## config.mk

```make
export PLATFORM = sky130hd
export DESIGN_NAME = hsv_to_rgb_converter_top
export DESIGN_NICKNAME = d
export VERILOG_FILES = /design/src/rtl/h2r_pkg.sv /design/src/rtl/h2r_const_div.sv /design/src/rtl/hsv_to_rgb_converter_top.sv
export SDC_FILE = /design/constraint.sdc
export NUM_CORES = 1
export LEC_CHECK = 0
export ABC_AREA = 1
export BUFFER_PORTS_ARGS = -buffer_cell sky130_fd_sc_hd__buf_4
export CAP_MARGIN = 20
export CORE_ASPECT_RATIO = 0.75
export CORE_UTILIZATION = 40
export DETAILED_ROUTE_END_ITERATION = 12
export PLACE_DENSITY = 0.52
export RECOVER_POWER = 50
export SETUP_SLACK_MARGIN = 0.1
export SYNTH_ARGS = -nofsm -noshare
export SYNTH_HDL_FRONTEND = slang
export SYNTH_HIERARCHICAL = 1
export SYNTH_SLANG_ARGS = --single-unit
```

## constraint.sdc

```tcl
create_clock -name clk_i -period 7.75 [get_ports clk_i]
set_input_delay 0.775 -clock clk_i [delete_from_list [all_inputs] [get_ports clk_i]]
set_output_delay 0.775 -clock clk_i [all_outputs]
set_load 0.1 [all_outputs]
```

## src/rtl/h2r_pkg.sv

```systemverilog
// ----------------------------------------------------------------------------
// h2r_pkg: shared types and constants for the HSV to RGB converter
// Hue sector codes, hue boundaries and the reciprocal constants that turn
// the two fixed divisions (by 255 and by 60*255) into multiplications.
// ----------------------------------------------------------------------------
package h2r_pkg;

  localparam int unsigned HueW  = 9;
  localparam int unsigned ChanW = 8;
  localparam int unsigned FracW = 6;   // sector fraction 0..60
  localparam int unsigned ProdW = 16;  // 8 x 8 products
  localparam int unsigned NumW  = 22;  // mid numerator, at most 60*255*255

  localparam logic [HueW-1:0] Hue60  = 9'd60;
  localparam logic [HueW-1:0] Hue120 = 9'd120;
  localparam logic [HueW-1:0] Hue180 = 9'd180;
  localparam logic [HueW-1:0] Hue240 = 9'd240;
  localparam logic [HueW-1:0] Hue300 = 9'd300;
  localparam logic [HueW-1:0] Hue360 = 9'd360;

  localparam logic [NumW-1:0] SpanMul = 22'd60;

  // floor(n / d) == (n * ceil(2^k / d)) >> k for n < 2^N, k = N + ceil(log2 d)
  localparam int unsigned LoDiv   = 255;
  localparam int unsigned LoShift = 24;  // N = 16, ceil(log2 255) = 8
  localparam int unsigned LoMagW  = 17;
  localparam logic [LoMagW-1:0] LoMagic =
    LoMagW'(((64'd1 << LoShift) + 64'(LoDiv) - 64'd1) / 64'(LoDiv));

  localparam int unsigned MidDiv   = 60 * 255;
  localparam int unsigned MidShift = 36;  // N = 22, ceil(log2 15300) = 14
  localparam int unsigned MidMagW  = 23;
  localparam logic [MidMagW-1:0] MidMagic =
    MidMagW'(((64'd1 << MidShift) + 64'(MidDiv) - 64'd1) / 64'(MidDiv));

  typedef enum logic [2:0] {
    SEC_RY    = 3'd0,  // red max, green rising
    SEC_YG    = 3'd1,  // green max, red falling
    SEC_GC    = 3'd2,  // green max, blue rising
    SEC_CB    = 3'd3,  // blue max, green falling
    SEC_BM    = 3'd4,  // blue max, red rising
    SEC_MR    = 3'd5,  // red max, blue falling
    SEC_BLACK = 3'd6   // hue out of range
  } sector_e;

endpackage

```

## src/rtl/h2r_const_div.sv

```systemverilog
// ----------------------------------------------------------------------------
// h2r_const_div: registered divide-by-constant stage
// Divides the low-channel numerator by 255 and the mid-channel numerator by
// 60*255 through exact reciprocal multiplication, and registers both.
// ----------------------------------------------------------------------------
module h2r_const_div (
  input  logic                        clk_i,
  input  logic                        en_i,
  input  logic [h2r_pkg::ProdW-1:0]   lo_num_i,
  input  logic [h2r_pkg::NumW-1:0]    mid_num_i,
  output logic [h2r_pkg::ChanW-1:0]   lo_o,
  output logic [h2r_pkg::ChanW-1:0]   mid_o
);

  localparam int unsigned LoPW  = h2r_pkg::ProdW + h2r_pkg::LoMagW;
  localparam int unsigned MidPW = h2r_pkg::NumW + h2r_pkg::MidMagW;

  logic [LoPW-1:0]               lo_prod;
  logic [MidPW-1:0]              mid_prod;
  logic [h2r_pkg::ChanW-1:0]     lo_d, lo_q;
  logic [h2r_pkg::ChanW-1:0]     mid_d, mid_q;

  assign lo_prod  = LoPW'(lo_num_i) * LoPW'(h2r_pkg::LoMagic);
  assign mid_prod = MidPW'(mid_num_i) * MidPW'(h2r_pkg::MidMagic);

  // both quotients are known to stay within 0..255
  assign lo_d  = lo_prod[h2r_pkg::LoShift +: h2r_pkg::ChanW];
  assign mid_d = mid_prod[h2r_pkg::MidShift +: h2r_pkg::ChanW];

  always_ff @(posedge clk_i) begin
    if (en_i) begin
      lo_q  <= lo_d;
      mid_q <= mid_d;
    end
  end

  assign lo_o  = lo_q;
  assign mid_o = mid_q;

endmodule

```

## src/rtl/hsv_to_rgb_converter_top.sv

```systemverilog
// ----------------------------------------------------------------------------
// hsv_to_rgb_converter_top: pipelined HSV to RGB pixel converter
// Converts hue (degrees), saturation and value to 8-bit red, green, blue.
// ----------------------------------------------------------------------------
//
//  channel | direction | handshake                | payload
//  --------+-----------+--------------------------+-------------------------------
//  in      | request   | in_valid_i / in_ready_o  | hue_i, saturation_i, brightness_i
//  out     | result    | out_valid_o / out_ready_i| red_o, green_o, blue_o
//
//  One pixel per clock sustained while out_ready_i is held high.
//  The four stages: sector decode and 8x8 products, mid numerator (6x16
//  multiply and add), reciprocal multiply for the two constant divisions,
//  channel select into the output register.
//  Reset clears the valid bits only; no clearing pass, ready after reset.
//  Each stage advances when it is empty or the one after it advances, so a
//  stall at the output backs up stage by stage and bubbles get squeezed out.
//
module hsv_to_rgb_converter_top (
  input  logic       clk_i,
  input  logic       rst_ni,
  input  logic       in_valid_i,
  output logic       in_ready_o,
  input  logic [8:0] hue_i,
  input  logic [7:0] saturation_i,
  input  logic [7:0] brightness_i,
  output logic       out_valid_o,
  input  logic       out_ready_i,
  output logic [7:0] red_o,
  output logic [7:0] green_o,
  output logic [7:0] blue_o
);

  // --------------------------------------------------------------------------
  // Stage advance chain
  // --------------------------------------------------------------------------
  logic v1_q, v2_q, v3_q, v4_q;
  logic adv1, adv2, adv3, adv4;

  assign adv4 = !v4_q || out_ready_i;
  assign adv3 = !v3_q || adv4;
  assign adv2 = !v2_q || adv3;
  assign adv1 = !v1_q || adv2;

  assign in_ready_o = adv1;

  always_ff @(posedge clk_i or negedge rst_ni) begin
    if (!rst_ni) begin
      v1_q <= 1'b0;
      v2_q <= 1'b0;
      v3_q <= 1'b0;
      v4_q <= 1'b0;
    end else begin
      if (adv1) v1_q <= in_valid_i;
      if (adv2) v2_q <= v1_q;
      if (adv3) v3_q <= v2_q;
      if (adv4) v4_q <= v3_q;
    end
  end

  // --------------------------------------------------------------------------
  // Stage 1: pick the 60-degree sector and its fraction, form s*v and
  // (255-s)*v. The latter is the numerator of the dark channel.
  // --------------------------------------------------------------------------
  h2r_pkg::sector_e                sec1_d, sec1_q;
  logic [h2r_pkg::HueW-1:0]        frac_full;
  logic [h2r_pkg::FracW-1:0]       frac1_q;
  logic [h2r_pkg::ChanW-1:0]       sat_inv1;
  logic [h2r_pkg::ProdW-1:0]       sv1_d, sv1_q;
  logic [h2r_pkg::ProdW-1:0]       dark1_d, dark1_q;
  logic [h2r_pkg::ChanW-1:0]       val1_q;

  always_comb begin
    sec1_d    = h2r_pkg::SEC_BLACK;
    frac_full = '0;
    if (hue_i < h2r_pkg::Hue60) begin
      sec1_d    = h2r_pkg::SEC_RY;
      frac_full = hue_i;
    end else if (hue_i < h2r_pkg::Hue120) begin
      sec1_d    = h2r_pkg::SEC_YG;
      frac_full = h2r_pkg::Hue120 - hue_i;
    end else if (hue_i < h2r_pkg::Hue180) begin
      sec1_d    = h2r_pkg::SEC_GC;
      frac_full = hue_i - h2r_pkg::Hue120;
    end else if (hue_i < h2r_pkg::Hue240) begin
      sec1_d    = h2r_pkg::SEC_CB;
      frac_full = h2r_pkg::Hue240 - hue_i;
    end else if (hue_i < h2r_pkg::Hue300) begin
      sec1_d    = h2r_pkg::SEC_BM;
      frac_full = hue_i - h2r_pkg::Hue240;
    end else if (hue_i <= h2r_pkg::Hue360) begin
      // hue of exactly 360 stays in the last sector with a fraction of zero
      sec1_d    = h2r_pkg::SEC_MR;
      frac_full = h2r_pkg::Hue360 - hue_i;
    end
  end

  // 255 - s is the bitwise complement of an 8-bit s
  assign sat_inv1 = ~saturation_i;

  assign sv1_d   = h2r_pkg::ProdW'(saturation_i) * h2r_pkg::ProdW'(brightness_i);
  assign dark1_d = h2r_pkg::ProdW'(sat_inv1) * h2r_pkg::ProdW'(brightness_i);

  always_ff @(posedge clk_i) begin
    if (adv1 && in_valid_i) begin
      sec1_q  <= sec1_d;
      frac1_q <= frac_full[h2r_pkg::FracW-1:0];
      sv1_q   <= sv1_d;
      dark1_q <= dark1_d;
      val1_q  <= brightness_i;
    end
  end

  // --------------------------------------------------------------------------
  // Stage 2: mid numerator f*s*v + 60*(255-s)*v
  // --------------------------------------------------------------------------
  logic [h2r_pkg::NumW-1:0]   mid_num2_d, mid_num2_q;
  h2r_pkg::sector_e           sec2_q;
  logic [h2r_pkg::ProdW-1:0]  dark2_q;
  logic [h2r_pkg::ChanW-1:0]  val2_q;

  assign mid_num2_d = h2r_pkg::NumW'(frac1_q) * h2r_pkg::NumW'(sv1_q)
                    + h2r_pkg::NumW'(dark1_q) * h2r_pkg::SpanMul;

  always_ff @(posedge clk_i) begin
    if (adv2 && v1_q) begin
      mid_num2_q <= mid_num2_d;
      sec2_q     <= sec1_q;
      dark2_q    <= dark1_q;
      val2_q     <= val1_q;
    end
  end

  // --------------------------------------------------------------------------
  // Stage 3: both constant divisions
  // --------------------------------------------------------------------------
  logic [h2r_pkg::ChanW-1:0]  lo3, mid3;
  h2r_pkg::sector_e           sec3_q;
  logic [h2r_pkg::ChanW-1:0]  val3_q;

  h2r_const_div u_div (
    .clk_i     (clk_i),
    .en_i      (adv3 && v2_q),
    .lo_num_i  (dark2_q),
    .mid_num_i (mid_num2_q),
    .lo_o      (lo3),
    .mid_o     (mid3)
  );

  always_ff @(posedge clk_i) begin
    if (adv3 && v2_q) begin
      sec3_q <= sec2_q;
      val3_q <= val2_q;
    end
  end

  // --------------------------------------------------------------------------
  // Stage 4: route bright, mid and dark onto the channels, hold on stall
  // --------------------------------------------------------------------------
  logic [h2r_pkg::ChanW-1:0] red_d, green_d, blue_d;
  logic [h2r_pkg::ChanW-1:0] red_q, green_q, blue_q;

  always_comb begin
    case (sec3_q)
      h2r_pkg::SEC_RY: begin
        red_d = val3_q; green_d = mid3;   blue_d = lo3;
      end
      h2r_pkg::SEC_YG: begin
        red_d = mid3;   green_d = val3_q; blue_d = lo3;
      end
      h2r_pkg::SEC_GC: begin
        red_d = lo3;    green_d = val3_q; blue_d = mid3;
      end
      h2r_pkg::SEC_CB: begin
        red_d = lo3;    green_d = mid3;   blue_d = val3_q;
      end
      h2r_pkg::SEC_BM: begin
        red_d = mid3;   green_d = lo3;    blue_d = val3_q;
      end
      h2r_pkg::SEC_MR: begin
        red_d = val3_q; green_d = lo3;    blue_d = mid3;
      end
      default: begin
        red_d = '0;     green_d = '0;     blue_d = '0;
      end
    endcase
  end

  always_ff @(posedge clk_i) begin
    if (adv4 && v3_q) begin
      red_q   <= red_d;
      green_q <= green_d;
      blue_q  <= blue_d;
    end
  end

  assign out_valid_o = v4_q;
  assign red_o       = red_q;
  assign green_o     = green_q;
  assign blue_o      = blue_q;

`ifndef ASSERT_OFF
  // an empty output register never blocks the input
  a_ready_when_empty: assert property (
    @(posedge clk_i) disable iff (!rst_ni) !out_valid_o |-> in_ready_o
  ) else $error("input stalled with empty output register");

  // the interpolated channel lies between dark and bright
  a_mid_bounds: assert property (
    @(posedge clk_i) disable iff (!rst_ni) v3_q |-> (lo3 <= mid3) && (mid3 <= val3_q)
  ) else $error("mid channel outside dark..bright range");

  // out-of-range hue gives black
  a_black: assert property (
    @(posedge clk_i) disable iff (!rst_ni)
      (v3_q && adv4 && sec3_q == h2r_pkg::SEC_BLACK)
      |=> (red_o == '0) && (green_o == '0) && (blue_o == '0)
  ) else $error("out-of-range hue did not give black");

  // in a valid sector one channel carries the value
  a_bright: assert property (
    @(posedge clk_i) disable iff (!rst_ni)
      (v3_q && adv4 && sec3_q != h2r_pkg::SEC_BLACK)
      |=> (red_o == $past(val3_q)) || (green_o == $past(val3_q))
          || (blue_o == $past(val3_q))
  ) else $error("no channel equals the value");
`endif

endmodule
```

== Word-level counts from Yosys, hierarchy flattened ==
Cells that the tools add are included.
Storage, ports and cells
  register bits after elaboration: 153
  bits in latches: 0
  bits in writable memories: 0
  ROM bits: 0
  bits of input ports: 29
  logic and storage cells: 84
  memories kept: 0
Operators by class
  add/subtract/negate cells: 6
  $mul: 6
  div/mod/pow operators: 0
  $lt $le $gt $ge: 6
  equal/unequal tests: 5
  shift operators: 0
  multiplexer cells: 14
  bitwise gates (word level): 1
  reduce and logical (&&, ||, !) cells: 24
Operator list (count)
  8-bit one-hot mux with 3 select lines: 3
  22-bit by 22-bit multiplier with 43-bit output, second input constant: 1
  6-bit 2-to-1 mux: 6
  8-bit by 8-bit multiplier with 16-bit output: 2
  16-bit by 16-bit multiplier with 31-bit output, second input constant: 1
  22-bit adder: 1
  6-bit by 16-bit multiplier with 22-bit output: 1
  16-bit by 4-bit multiplier with 20-bit output, second input constant: 1
  2-bit OR reduction: 10
  9-bit by 8-bit < comparator with 1-bit output, second input constant: 2
  6-bit subtractor, first input constant: 3
  6-bit subtractor, second input constant: 2
  9-bit <= comparator, second input constant: 1
  9-bit by 6-bit < comparator with 1-bit output, second input constant: 1
  9-bit by 7-bit < comparator with 1-bit output, second input constant: 1
  9-bit < comparator, second input constant: 1
  2-bit 2-to-1 mux: 4
  8-bit NOT: 1
  3-bit by 2-bit == test with 1-bit output, second input constant: 2
  3-bit == test, second input constant: 2
  1-bit logical AND: 4
  1-bit logical NOT: 4
  1-bit logical OR: 4
  4-bit OR reduction: 1
  3 further kinds: 3

== Logic depth before layout (Yosys ltp) ==
Gate-level depths: netlist of the first run.
  depth in word-level cells: 7
  depth in mapped cells: 28

== Modules after synthesis ==
Netlist of the first run, hierarchy kept.
Modules (own cells, without submodules)
  hsv_to_rgb_converter_top: instances 1, cells an instance 1667, area an instance 14526.4 um^2, seq. area each 4093.9 um^2
  h2r_const_div: instances 1, cells an instance 1156, area an instance 9323.9 um^2, seq. area each 480.5 um^2

== Worst setup path before layout of the first run ==
OpenSTA, ideal clock, no wires.
  path type: register to register
  start: register mid_num2_q[13] (netlist name)
  end: register u_div.mid_q, in the netlist u_div/mid_o[1] (data pin)
  setup time: 0.252 ns
  arrival time: 4.876 ns
  data required time: 7.498 ns
  slack: 2.621 ns
  cell stages (with the launch flop): 23
  path buffers: 0
  cells stage by stage: edfxtp_1 -> ha_1 -> fa_1 -> inv_1 -> fa_1 -> inv_1 -> ha_1 -> inv_1 -> fa_1 -> inv_1 -> fa_1 -> inv_1 -> fa_1 -> inv_1 -> ha_1 -> a21oi_1 -> o21ai_0 -> nand2_1 -> nand3b_1 -> o21ai_0 -> nand2_1 -> nand2_1 -> nand2_1
Between the ends
  word-level cells in the longest chain between the ends: 1
RTL lines
  start, declared: RTL line hsv_to_rgb_converter_top.sv:117  | logic [h2r_pkg::NumW-1:0] mid_num2_d, mid_num2_q;
  start signal, assigned: RTL line hsv_to_rgb_converter_top.sv:127  | mid_num2_q <= mid_num2_d;
  22-bit by 22-bit multiplier with 43-bit output: RTL line h2r_const_div.sv:24  | assign mid_prod = MidPW'(mid_num_i) * MidPW'(h2r_pkg::MidMagic);
  named net u_div.mid_prod[37]: RTL line h2r_const_div.sv:19  | logic [MidPW-1:0] mid_prod;
  end signal, assigned: RTL line h2r_const_div.sv:33  | mid_q <= mid_d;
  end, declared: RTL line h2r_const_div.sv:21  | logic [h2r_pkg::ChanW-1:0] mid_d, mid_q;
The timed path passes the listed nets, and every way through them passes these cells.
A chain may end at the register's enable or synchronous reset.

== Worst setup path in the final report of the first run ==
  start: register mid_num2_q[20] (netlist name)
  end: register u_div.mid_q, in the netlist u_div/mid_o[3] (data pin)
Same word-level chain as after synthesis.

==> metrics.md, run 1 <==
| Metric | Value |
|---|---|
| Ant diodes | 0 |
| Die Area | 0.0606 sq mm |
| Hold Buf Count CTS | 0 |
| Initial Util | 40.5% |
| Setup crit end kind | flip-flop |
| Critical Path Source Type | flip-flop |
| Bufs on Longest Clock Path | 2 |
| Hold slack | 0.135 ns |
| Drt first pass iters | 5 |
| GRT overflow | 0 |
| Hpwl dp | 52,600 um |
| Vias in the first global route | 17,900 |
| CTS tree | yes |
| CP Max Fanout | 7 |
| CTS root buffer | clkbuf_16 |
| Overall routing resource usage | 20.8% |
| Max_cap viols | 1 |
| H-tree Lvls | 4 |
| Avg Cell Area, Syn | 8.45 sq um |
| Largest net degree at the start of global routing | 50 |
| Syn nets | 3,541 |
| Clock skew | 0.0171 ns |
| Via-per-instance ratio | 4.89 |
| Worst Path Arrival | 5.78 ns |
| Setup bufs post-CTS | 0 |
| Failing checks | capacitance limit, slew limit |
| DR DRC count | 0 |
| Detailed-route wire length per cell | 16.6 um |
| RSZ-0062 raised after global routing | false |
| Setup violators final | 0 |
| Routed via count | 17,900 |
| Post_cts resized | 0 |
| Slew HR | -96.9% |
| R2R depth | 21 |
| Sequential share of the synthesized area | 19.2% |
| Tmin final | 5.56 ns |
| Routed Antenna Nets | 0 |
| Vert. Die Dim | 213 um |
| IO buf count | 54 |
| Top FF cell, synth | edfxtp_1 |
| Number of synthesized flops with an enable pin | 149 |
| First-pass GRT wire length | 98,100 um |
| Final setup TNS | 0 ns |
| DP Cell Count | 3,640 |
| Outcome | complete, but fails checks |
| Row count | 77 |
| Type of the worst setup path | reg -> reg |
| Routability cong. | 0.950 |
| Pre-CTS setup slack | 2.17 ns |
| Initial antenna violation count | 0 |
| Multi-input gate area | 0.0166 sq mm |
| Post-route setup slack | 2.19 ns |
| WL final | 61,100 um |
| Synth Cell Area | 0.0239 sq mm |
| Synthesized instance count | 2,823 |
| Worst slew pin tran | 2.95 ns |
| Area leader, netlist | fa_1 |
| Fin cells | 3,673 |
| Final hold violation count | 0 |
| Synth area leaders | fa_1 (24%), ha_1 (21%), edfxtp_1 (19%) |
| Synth Warn # | 6 |
| Initial drt markers | 1,360 |
| Post-synth ARST share | 2.61% |
| Share of cells above drive strength 1 | 3.09% |
| Final max-slew violation count | 50 |
| Yosys cell types | 46 |
| Area share of the largest cell type after synthesis | 24.3% |
| Latest clock arrival within the worst-skew pair | 0.46 ns |
| Register Area | 0.00457 sq mm |
| Fmax | 180 MHz |
| Period utilization | 71.7% |
| Clock transition at the registers of the reported paths | 0.08 ns |
| Num CTS Buffers | 17 |
| Io pins | 55 |
| Yosys reg bits | 153 |
| Required time of the critical path | 7.97 ns |
| Nets | 3,588 |
| # clock sinks | 153 |
| Class of the worst hold path | in -> async |
| Syn-to-layout area delta | 7.44% |
| Fillers | 5,897 |
| Core Footprint | 0.0590 sq mm |
| Die W | 284 um |
## routing by layer
layer	share of wire, %	track usage, %	vias up
met5	0	0	-
met1	55	33.8	8666
li1	-	-	8871
met4	0.89	3.32	0
met3	4.8	2.96	30
met2	40	29.0	377
## per-stage QoR
| stage | area (sq um) | util, % |
|---|---|---|
| floorplan | 23900 | - |
| global placement | 25100 | 42.6 |
| detailed placement | 25200 | 42.7 |
| CTS | 25800 | 43.7 |
| global route | 25600 | 43.5 |
| finish | 25600 | 43.5 |
## worst paths after layout
check | to | slack [ns] | start
max | u_div/mid_o[3] | 2.19 | mid_num2_q[20]
min | v2_q | 0.14 | rst_ni
max reg2reg | u_div/mid_o[3] | 2.19 | mid_num2_q[20]
min reg2reg | val2_q[6] | 0.42 | val1_q[6]
max in group asynchronous | v3_q | 7.42 | rst_ni
min in group clk_i | val2_q[6] | 0.42 | val1_q[6]
## cell usage in the layout, fill, tap and decap left out, types with 20 or more instances in the layout
cell	netlist	routed
nand3_1	104	104
edfxtp_1	149	149
ha_1	400	400
fa_1	289	289
nor2_1	155	155
o21ai_0	63	63
xor2_1	39	39
a21oi_1	117	117
nor3_1	20	20
inv_1	685	684
nand4_1	21	21
clkbuf_1	28	38
nand2_1	642	643
## critical path, cell delays in order, from the launching register on
cell      delay, ns
edfxtp_1       0.56
inv_1          0.18
ha_1           0.31
inv_1          0.04
ha_1           0.32
inv_1          0.08
fa_1           0.48
inv_1          0.04
ha_1           0.31
fa_1           0.47
fa_1           0.55
inv_1          0.06
fa_1           0.53
inv_1          0.04
ha_1           0.31
nand2_1        0.14
nor2_1         0.23
nand2_1        0.08
nor2_1         0.21
nand4_1        0.20
nand4_1        0.14
nand2_1        0.06
## cell type report
class | instances | share of cell area (%)
sequential | 153 | 17.9
clock buffer | 18 | 1.71
tap | 790 | 3.86
clock inverter | 14 | 0.684
multi-input combinational | 1949 | 64.6
timing repair buffer | 58 | 1.14
inverter | 691 | 10.1
## flip-flops by register name (all words and copies together), names as in the netlist, 16 cells and up
name and flops:
dark1_q 16, dark2_q 16, mid_num2_q 22, sv1_q 16
## logic make-up after synthesis
| group | Yosys count | synth area share [%] |
|---|---|---|
| AO/OA/AOI/OAI | 230 | 5.45 |
| XOR/XNOR | 56 | 2.06 |
| adder cells (fa/ha/maj) | 689 | 45.2 |
| buffers and inverters | 721 | 11.4 |
| flip-flops | 153 | 19.2 |
| AND/OR/NAND/NOR | 974 | 16.7 |
## synth_stat cells (8+ instances only)
master      n
edfxtp_1  149
nand4_1    21
nand3_1   104
a21oi_1   117
nand2_1   642
o21ai_0    63
xor2_1     39
nand2_2     8
nor2_1    155
fa_1      289
clkbuf_1   28
xnor2_1    17
ha_1      400
nor3_1     20
inv_1     685
a21o_1     11
Power of run 1 is not shown: default switching activity piles up to over one toggle a cycle in this logic, so the estimate is an artifact.
==> inputs of run 2 (changes only) <==
Settings changed: ABC_AREA 1 to 0, PLACE_DENSITY 0.52 to 0.54.
Clock period 7.75 ns to 4.6 ns, I/O delays scaled along.
==> metrics.md, run 2 <==
| Metric | Value |
|---|---|
| IO buf count | 54 (unchanged) |
| Commonest cells in the synthesized netlist | inv_1 (475), ha_1 (400), fa_1 (289), nand2_1 (155), edfxtp_1 (149) |
| Met2 GRT Util | 31.7% (+2.7 points) |
| Crit path cell chain | ha_4, inv_1, fa_1, inv_1, fa_1, ha_4, fa_1, fa_1, inv_1, fa_1, inv_1, ha_4, buf_4, nor3_1, o21ai_1, o211ai_1, nand3_2, a211oi_4, buf_6, a31oi_4, buf_4, xor2_1 |
| Clock transition at the registers of the reported paths | 0.08 ns (about the same) |
| Drt first pass iters | 11 (+6) |
| Post-synth ARST share | 2.61% (unchanged) |
| Final max-slew violation count | 0 (-100%) |
| Outcome | complete, but fails checks |
| Via-per-instance ratio | 4.92 (+0.80%) |
| CP Max Fanout | 4 (-3) |
| Worst Path Arrival | 5.87 ns (+0.09 ns) |
| Met1 usage | 30.3% (-3.5 points) |
| CTS tree | yes |
| Slew HR | 4.70% (+100 points) |
| Setup crit end kind | flip-flop |
| Type of the worst setup path | reg -> reg |
| Yosys cell types | 74 (+61%) |
| Critical Path Source Type | flip-flop |
| Tmin final | 5.66 ns (+0.101 ns) |
| Worst hold start | in_valid_i |
| Detailed-route wire length per cell | 16.6 um (-0.36%) |
| Area leader, netlist | fa_1 |
| Synth area leaders | fa_1 (26%), ha_1 (22%), edfxtp_1 (20%) |
| Top FF cell, synth | edfxtp_1 |
| Bufs on Longest Clock Path | 2 (unchanged) |
| Setup violators final | 28 (+28) |
| Die Area | 0.0568 sq mm (-6.2%) |
| Most common cell after layout, fill and taps aside | inv_1 |
| Initial antenna violation count | 1 (+1) |
| Nets | 3,293 (-8.2%) |
| Synth Cell Area | 0.0224 sq mm (-6.3%) |
| R2R Path Start | mid_num2_q[16] |
| Max reg flops | 22 (unchanged) |
| Routability cong. | 0.863 (-9.1%) |
| Number of synthesized flops with an enable pin | 149 (unchanged) |
| Max_cap viols | 0 (-1) |
| Initial Util | 40.8% (+0.33 points) |
| Area share of the largest cell type after synthesis | 25.9% (+1.6 points) |
| GRT overflow | 0 (unchanged) |
| H-tree Lvls | 4 (unchanged) |
| Sequential share of the synthesized area | 20.5% (+1.3 points) |
| Row count | 74 (-3.9%) |
| Commonest non-fill, non-tap cells in the layout | inv_1 (453), ha_1 (362), buf_4 (318), fa_1 (284), nand2_1 (150) |
| Initial drt markers | 856 (-37%) |
| Overall routing resource usage | 20.3% (-0.50 points) |
| Avg Cell Area, Syn | 10.2 sq um (+21%) |
| Final hold violation count | 0 (unchanged) |
| First-pass GRT wire length | 90,000 um (-8.2%) |
| Hpwl dp | 46,400 um (-12%) |
| Largest register by flop count | mid_num2_q |
| Routed Antenna Nets | 0 (unchanged) |
| Cell with the most instances after synthesis | inv_1 |
| Synthesized instance count | 2,194 (-22%) |
| Core Footprint | 0.0548 sq mm (-7.0%) |
| Most used cell along the critical path | fa_1 |
| Most Crowded Layer GR | met2 |
| RSZ-0062 raised after global routing | true |
| Worst Setup SP | mid_num2_q[16] |
| Io pins | 55 (unchanged) |
| Slowest stage cell on the critical path | fa_1 |
| Required time of the critical path | 4.81 ns (-3.16 ns) |
| Post-route setup slack | -1.06 ns (-3.25 ns) |
| Largest net degree at the start of global routing | 46 (-8.0%) |
| Class of the worst hold path | in -> reg |
| Worst slew pin tran | 1.43 ns (-1.52 ns) |
| Share of cells above drive strength 1 | 20.8% (+18 points) |
| DR DRC count | 7 (+7) |
| Latest clock arrival within the worst-skew pair | 0.45 ns (about the same) |
| Worst path max stage delay | 0.53 ns (-0.03 ns) |
| Final Util | 50.4% (+6.9 points) |
| Die W | 275 um (-3.2%) |
| Clock skew | 0.0220 ns (+0.00496 ns) |
| Routed via count | 16,300 (-9.2%) |
| Vias in the first global route | 17,300 (-3.5%) |
| CTS root buffer | clkbuf_16 |
| Yosys reg bits | 153 (unchanged) |
| # clock sinks | 153 (unchanged) |
| Syn-to-layout area delta | 23.5% |
| Num CTS Buffers | 17 (unchanged) |
| Failing checks | DRC, setup timing |
| Fmax | 177 MHz (-1.8%) |
| Vert. Die Dim | 207 um (-3.2%) |
| Fillers | 5,053 (-14%) |
| Ant diodes | 0 (unchanged) |
| Syn nets | 2,912 (-18%) |
| Synth Warn # | 6 (unchanged) |
| Period utilization | 123% (+51 points) |
| WL final | 54,900 um (-10%) |
| M3 GR Usage | 2.75% (-0.20 points) |
-- run 2: changes by cell type in the layout (fill, tap and decap cells not counted), sizes merged, moves of 17 or more --
| cell | previous run | this run |
|---|---|---|
| nand2 | 650 | 155 |
| buf | 19 | 342 |
| inv | 699 | 485 |
| nor2 | 162 | 70 |
| nand3 | 106 | 17 |
| and2 | 3 | 72 |
| nand2b | 0 | 49 |
| nor2b | 0 | 45 |
| xnor2 | 17 | 55 |
| a21oi | 119 | 85 |
| a21o | 11 | 32 |
| mux2i | 0 | 17 |
| xor2 | 39 | 22 |
-- run 2: kinds of logic after synthesis --
kind of cell | after synthesis | synth area share [%]
fa+ha+maj | 689 | 48.3
buf+inv | 513 | 8.63
simple gates | 461 | 10.4
compound gates | 276 | 8.05
flops | 153 | 20.5
xor+xnor | 77 | 3.02
mux | 25 | 1.16
-- run 2: what timing repair did --
item / CTS / global route
hold endpoints to repair: 4 / 0
pin swaps: 55 / 81
setup endpoints to repair: 21 / 21
setup buffers: 15 / 28
hold buffers: 1 / 0
gates resized for setup: 63 / 80
-- run 2: metal layers --
metal,up-vias,wire (um)
met5,-,0
met4,0,452
met3,35,1840
met2,260,24200
met1,8090,28400
li1,7915,-
-- run 2: layout make-up --
class | count | area, sq um | share of cell area, %
tap | 722 | 903 | 3.27
clock inverter | 15 | 191 | 0.693
multi-input combinational | 1528 | 16800 | 60.9
timing repair buffer | 398 | 2920 | 10.6
inverter | 477 | 1790 | 6.48
clock buffer | 17 | 425 | 1.54
sequential | 153 | 4570 | 16.6
-- run 2: final timing paths --
path                                       end  slack [ns]  cells after the start
worst max-delay path            u_div/mid_o[6]       -1.06                     22
worst min-delay path                      v1_q        0.20                      2
worst max register to register  u_div/mid_o[6]       -1.06                     22
worst min register to register       sec2_q[0]        0.41                      0
max in group asynchronous                 v3_q        4.05                      2
min in group asynchronous          out_valid_o        0.37                      2
-- run 2: critical path, delay by kind of cell, from the launching register on --
kind	cells	cell delay (ns)
simple gates	2	0.32
buf+inv	7	0.65
xor+xnor	1	0.13
compound gates	4	0.62
fa+ha+maj	8	3.19
flops	1	0.52
-- run 2: per-stage QoR --
step	TNS [ns]	instance area [sq um]	std cells	worst slack, ns	hold WS, ns
final	-14.87	27600	3310	-1.06	0.200
after CTS	-12.68	27200	3285	-1.06	0.165
after global routing	-21.84	27600	3310	-1.24	0.185
after global placement	-13.24	26100	3242	-1.11	0.258
after floorplan	-6.34	22600	2194	-0.859	0.164
after detailed placement	-14.81	26100	3242	-1.19	0.261
Power of run 2 is left out for the same reason.
